File: src/hw/rtl/trvp_pkg.sv
`timescale 1ns / 1ps
// ----------------------------------------------------------------------------
// Trace ring package
// Command, record and status codes, controller states and the
// controller/datapath handshake types shared by the trace ring modules.
// ----------------------------------------------------------------------------
package trvp_pkg;

	// Width of a move count as it travels through the ports and count store
	localparam int CNT_W  = 5;
	// Width of the wished tick count
	localparam int WISH_W = 16;

	typedef enum logic [1:0] {
		CMD_BEGIN   = 2'd0,
		CMD_APPEND  = 2'd1,
		CMD_READOUT = 2'd2,
		CMD_NEXT    = 2'd3
	} cmd_t;

	typedef enum logic [1:0] {
		KIND_ACK  = 2'd0,
		KIND_TICK = 2'd1,
		KIND_MOVE = 2'd2
	} kind_t;

	typedef enum logic [1:0] {
		STAT_OK        = 2'd0,
		STAT_MOVE_OVER = 2'd1,
		STAT_NO_READ   = 2'd2
	} status_t;

	typedef enum logic [2:0] {
		S_IDLE,
		S_DECODE,
		S_BEGIN_B,
		S_MOVE_RD,
		S_TICK_RD
	} state_t;

	// Operation the controller asks of the datapath in the current cycle
	typedef enum logic [3:0] {
		OP_NONE,
		OP_LATCH,
		OP_BEGIN_A,
		OP_BEGIN_B,
		OP_APPEND,
		OP_SKIP_MOVE,
		OP_READOUT,
		OP_NO_READ,
		OP_MOVE_ISSUE,
		OP_MOVE_RESP,
		OP_TICK_ISSUE,
		OP_TICK_RESP
	} op_t;

	// Datapath status seen by the controller
	typedef struct packed {
		cmd_t cmd;
		logic pending_zero;
		logic moves_left_zero;
		logic ticks_left_zero;
	} dp_stat_t;

endpackage

File: src/hw/rtl/trvp_ctrl.sv
`timescale 1ns / 1ps
// ----------------------------------------------------------------------------
// Trace ring controller
// Accepts one command, sequences its datapath operations through S_DECODE
// and, where needed, S_BEGIN_B, S_MOVE_RD or S_TICK_RD, and returns to idle.
// ----------------------------------------------------------------------------
module trvp_ctrl import trvp_pkg::*; (
	input  logic     clk,
	input  logic     arst_n,
	input  logic     start,
	input  dp_stat_t stat,
	output op_t      op,
	output logic     busy
);

	state_t state_q;
	state_t state_d;

	// State register
	always_ff @(posedge clk or negedge arst_n) begin
		if (!arst_n) begin
			state_q <= S_IDLE;
		end else begin
			state_q <= state_d;
		end
	end

	// Next state
	always_comb begin
		state_d = state_q;
		case (state_q)
			S_IDLE: begin
				if (start) begin
					state_d = S_DECODE;
				end
			end
			S_DECODE: begin
				case (stat.cmd)
					CMD_BEGIN: state_d = S_BEGIN_B;
					CMD_NEXT: begin
						if (!stat.moves_left_zero) begin
							state_d = S_MOVE_RD;
						end else if (!stat.ticks_left_zero) begin
							state_d = S_TICK_RD;
						end else begin
							state_d = S_IDLE;
						end
					end
					default: state_d = S_IDLE;
				endcase
			end
			default: state_d = S_IDLE;
		endcase
	end

	// Outputs
	always_comb begin
		op   = OP_NONE;
		busy = (state_q != S_IDLE);
		case (state_q)
			S_IDLE: begin
				if (start) begin
					op = OP_LATCH;
				end
			end
			S_DECODE: begin
				case (stat.cmd)
					CMD_BEGIN:   op = OP_BEGIN_A;
					CMD_APPEND:  op = stat.pending_zero ? OP_SKIP_MOVE : OP_APPEND;
					CMD_READOUT: op = OP_READOUT;
					CMD_NEXT: begin
						if (!stat.moves_left_zero) begin
							op = OP_MOVE_ISSUE;
						end else if (!stat.ticks_left_zero) begin
							op = OP_TICK_ISSUE;
						end else begin
							op = OP_NO_READ;
						end
					end
					default: op = OP_NONE;
				endcase
			end
			S_BEGIN_B: op = OP_BEGIN_B;
			S_MOVE_RD: op = OP_MOVE_RESP;
			S_TICK_RD: op = OP_TICK_RESP;
			default:   op = OP_NONE;
		endcase
	end

	a_decode_after_accept: assert property (@(posedge clk) disable iff (!arst_n)
		state_q == S_DECODE |-> $past(state_q == S_IDLE && start))
		else $error("decode entered without an accepted command");

	a_move_read_has_moves: assert property (@(posedge clk) disable iff (!arst_n)
		state_q == S_MOVE_RD |-> $past(!stat.moves_left_zero && stat.cmd == CMD_NEXT))
		else $error("move read started with no moves left");

	a_tick_read_has_ticks: assert property (@(posedge clk) disable iff (!arst_n)
		state_q == S_TICK_RD |-> $past(!stat.ticks_left_zero && stat.moves_left_zero))
		else $error("tick read started with no ticks left or moves pending");

endmodule

File: config.mk
export PLATFORM = sky130hd
export DESIGN_NAME = trvp_ctrl
export DESIGN_NICKNAME = d
export VERILOG_FILES = /design/src/hw/rtl/trvp_pkg.sv /design/src/hw/rtl/trvp_ctrl.sv
export SDC_FILE = /design/constraint.sdc
export NUM_CORES = 1
export LEC_CHECK = 0
export BUFFER_PORTS_ARGS = -buffer_cell sky130_fd_sc_hd__buf_2
export CORE_AREA = 2 2 39 41
export CTS_CLUSTER_DIAMETER = 80
export DETAILED_ROUTE_END_ITERATION = 7
export DIE_AREA = 0 0 41 43
export PLACE_DENSITY = 0.47
export SYNTH_ARGS = -nofsm -noshare
export SYNTH_HDL_FRONTEND = slang
export SYNTH_SLANG_ARGS = --single-unit
export TNS_END_PERCENT = 1
File: constraint.sdc
create_clock -name clk -period 3.7 [get_ports clk]
set_clock_uncertainty 0.2 [all_clocks]
set_input_delay 0.555 -clock clk [delete_from_list [all_inputs] [get_ports clk]]
set_output_delay 0.555 -clock clk [all_outputs]
set_load 0.05 [all_outputs]
[After elaboration in Yosys (flattened, before gate mapping)]
Cells that the tools add are included.
Storage, ports and cells
  word-level logic and storage cells: 23
  bits in registers: 3
Cells by class
  reduce and logical (&&, ||, !) cells: 3
  mux-type cells: 11
  eq/ne operators: 8
Operators with widths (number)
  $pmux 4 s5: 1
  $pmux 4 s4: 1
  $pmux 3 s2: 2
  $mux 3: 3
  $mux 4: 2
  $eq 3x2->1 const B: 2
  $eq 2x2->1 const B: 2
  $eq 3x1->1 const B: 1
  $eq 3x3->1 const B: 1
  $logic_not 3->1: 1
  $reduce_bool 3->1: 1
  $eq 2x1->1 const B: 1
  $logic_not 2->1: 1
  $mux 1: 2
  $ne 2x2->1 const B: 1

[Depth between registers and ports, before layout]
  depth after elaboration: 4
  depth in mapped cells: 5

[Least setup slack after synthesis]
OpenSTA, ideal clock, no wires.
  path type: input-to-output
  from: input port stat[3] (netlist name)
  to: output port op[3]
  arrival: 1.715 ns
  stages: 5
  buffers on the path: 0
  slack: 1.230 ns
  cells stage by stage: inv_1 -> ha_1 -> inv_1 -> a31oi_1 -> o22ai_1
On the way
  longest elaborated chain between the ends: 3
Ends and longest elaborated chain
  start, declared: RTL line trvp_ctrl.sv:11  | input dp_stat_t stat,
  $eq 2x2->1, or another cell as far along: RTL line trvp_ctrl.sv:67  | case (stat.cmd)
  $pmux 4 s4 (*): RTL line trvp_ctrl.sv:67
  $pmux 4 s5 (*): RTL line trvp_ctrl.sv:60  | case (state_q)
  end, declared: RTL line trvp_ctrl.sv:12  | output op_t op,
Mark *: on every way between the ends. The rest lies on a longest branch, timed or not.

[Worst setup path in the final report]
  from: input port stat[3] (netlist name)
  to: output port op[0]
The elaborated chain is that of the path after synthesis.

==> metrics.md <==
| Metric | Value |
|---|---|
| Outcome | finished, final reports clean |
| Vias per cell | 4.37 |
| Cell Area, Placed | roughly 410 um^2 |
| Layout cell share with drive strength beyond 1 | a little under two fifths |
| Clk network pwr share | between 30 and 40% |
| Pin count of the biggest net entering global routing | 10 |
| Area delta synth->final | 33.0% |
| Drt first pass iters | 2 |
| Sw frac | 38.9% |
| Met2 wire len | 302 um |
| Endpoints failing setup | 0 |
| Crit path cell chain | buf_2 -> ha_1 -> a32oi_1 -> nor3_1 -> a211o_1 -> buf_2 |
| Fin. max-slew vios | 0 |
| Seq pwr share | 24.6% |
| Ports | 13 |
| Routed Wire Length | 674 um |
| Sequential area share after synthesis | 22.2% |
| Biggest regs | state_q: 3 flops |
| Power density over cell area | 353 nW/um^2 |
| RR Startpoint | state_q[2] |
| First-pass GRT wire length | around 1200 um |
| Wire length on met3 | 29 um |
| Crit end category | output port |
| Lkg Pwr | about 0.22 nW |
| Psw | 0.0000617 W |
| H-tree levels | 1 |
| Net Count, Synth | 52 |
| #FFs+latches synth | 3 |
| Die height | 43 um |
| Synth Warn # | 0 |
| Design Area, Final | 449 um^2 |
| Clock slew at reported path FFs | around 30 ps |
| Slowest cell delay on critical path | 260 ps |
| Final Hold Vio Count | 0 |
| Pint | 0.0000969 W |
| Max reg flops | 3 |
| Post-CTS sizing | 0 |
| Synth area leader | dfrtp_1 |
| Top routing layer used | met3 |
| Vias in the first global route | 295 |
| Gpl congestion | 0.714 |
| CTS tree | done |
| Gate power share | 39.5% |
| WP data required | 2940 ps |
| Worst hold path class | in -> reg |
| Setup slack, reg-to-reg | between 2000 and 2500 ps |
| Congestion Overflow GR | 0 |
| Worst IR drop on VDD | 0.131 mV |
| TritonCTS buffer count | 3 |
| Startpoint types | input port |
| Dpl hpwl | ~540 um |
| Worst-margin pin slew | 256 ps |
| R2r worst-path depth | 3 |
| Initial DRC Count | 2 |
| Fmax | 408 MHz |
| CTS root buffer | clkbuf_4 |
| DRT met1 WL | 342 um |
| CP dominant cell by count | buf_2 |
| Maximum clock insertion buffer count | 2 |
| Inserted Diodes | 0 |
| Clk Latency, worst-skew pair | 230 ps |
| Die area | 1760 um^2 |
| Most flop-heavy register | state_q |
| Post-synth top area share | 22.2% |
| Routed Antenna Nets | 0 |
| Core ar. | between 1000 and 1500 um^2 |
| Crit path max fanout | 6 |
| GRT Total Usage | 10.0% |
| Period utilization | 66.2% |
| Cell count after synthesis | 39 |
| Worst Setup SP | stat[3] |
| Max_slew headroom | about 83% |
| Setup TNS | 0 ps |
| Max-Cap Viols | 0 |
| Yosys cell types | 22 |
| Commonest non-fill, non-tap cell in the layout | buf_2 |
| Pre-CTS WS | 1250 ps |
| Mapped cell area | 338 um^2 |
| Port bufs | 12 |
| Syn Area/Cell | 8.66 um^2 |
| Clock sink count | 3 |
| Worst Path Arrival | between 1500 and 2000 ps |
| Residual DRC | 0 |
| Minimum clock period | 2450 ps |
| Starting Density | around a quarter |
| DR WL/cell | roughly 9.5 um |
| Slowest CP cell | ha_1 |
| Critical Setup Path Class | in -> out |
| Synth top area cells | dfrtp_1 (22%), ha_1 (19%), nor3_2 (5.9%), nor3_1 (4.4%), inv_1 (4.4%) |
| Commonest cells after routing, fill and taps aside | buf_2 (12), ha_1 (5), inv_1 (4) |
| Nets | 69 |
| Die X | just over 40 um |
| Initial antenna violation count | 0 |
| Setup WS post-layout | 1250 ps |
| Vias | 310 |
| FF-to-FF End | state_q[1] |
| Critical path endpoint | op[0] |
| Row Count | 14 |
| Unrepaired setup endpoints after global routing | false |
-- power by group through the flow --
| stage | clock [W] | sequential (W) | combinational [W] |
|---|---|---|---|
| global route | 0.0000659 | 0.0000397 | 0.0000690 |
| detailed placement | 0 | 0.0000397 | 0.0000625 |
| floorplan | 0 | 0.0000379 | 0.0000487 |
| global placement | 0 | 0.0000397 | 0.0000629 |
| finish | 0.0000570 | 0.0000390 | 0.0000626 |
| CTS | 0.0000604 | 0.0000392 | 0.0000636 |
-- repair_timing --
item                                    CTS  global route
setup buffers                             0             0
hold buffers                              1             0
hold endpoints to repair                  3             0
endpoints found under the setup margin    0             0
-- cell usage after synthesis, drive strengths merged --
master  count
ha          5
nor3        5
inv         4
dfrtp       3
nor2        3
a211oi      2
a31oi       2
nand2       2
nand2b      2
o21ai       2
a211o       1
a32oi       1
buf         1
mux2i       1
nor2b       1
o21a        1
o22ai       1
or2         1
or3         1
-- metrics by stage --
stage          utilization, %  cells  power (W)  hold slack, ps
2_1_floorplan               -     39  0.0000866            59.4
3_3_place_gp             29.8     66   0.000103             154
3_5_place_dp             29.8     66   0.000102             155
4_1_cts                  32.5     71   0.000163             329
5_1_grt                  32.5     71   0.000175             328
6_report                 32.5     71   0.000159             333
-- per-layer routing --
layer | vias to the layer above | track usage, %
met5 | - | 0
met2 | 7 | 14.7
li1 | 170 | -
met1 | 133 | 11.3
met3 | 0 | 4.71
met4 | 0 | 6.00
-- critical path: cells and delay by family --
family | cells | cell delay, ps
compound gates | 2 | 470
simple gates | 1 | 80
fa+ha+maj | 1 | 260
buf+inv | 2 | 330
-- cells by family after synthesis --
logic type,count (synthesis),synth area share (%)
multiplexers,1,2.96
buffers and inverters,5,5.92
flip-flops,3,22.2
AO/OA/AOI/OAI,10,21.9
adder cells (fa/ha/maj),5,18.5
AND/OR/NAND/NOR,15,28.5
-- how the worst min path moves through the flow --
| stage | start | to | depth (start not counted) |
|---|---|---|---|
| floorplan | arst_n | state_q[0] | 0 |
| global placement | arst_n | state_q[0] | 1 |
| detailed placement | arst_n | state_q[0] | 1 |
| CTS | stat[0] | state_q[2] | 2 |
| global route | stat[0] | state_q[2] | 2 |
| finish | stat[0] | state_q[2] | 2 |
-- layout make-up --
cell class | instances | area, um^2
fillers | 160 | 935
inverters | 4 | 15.0
well taps | 16 | 20.0
multi-input cells | 31 | 243
repair buffers | 13 | 70.1
flip-flops and latches | 3 | 75.1
clock buffers | 4 | 26.3
Note: power is estimated with default switching activity, not from simulation.
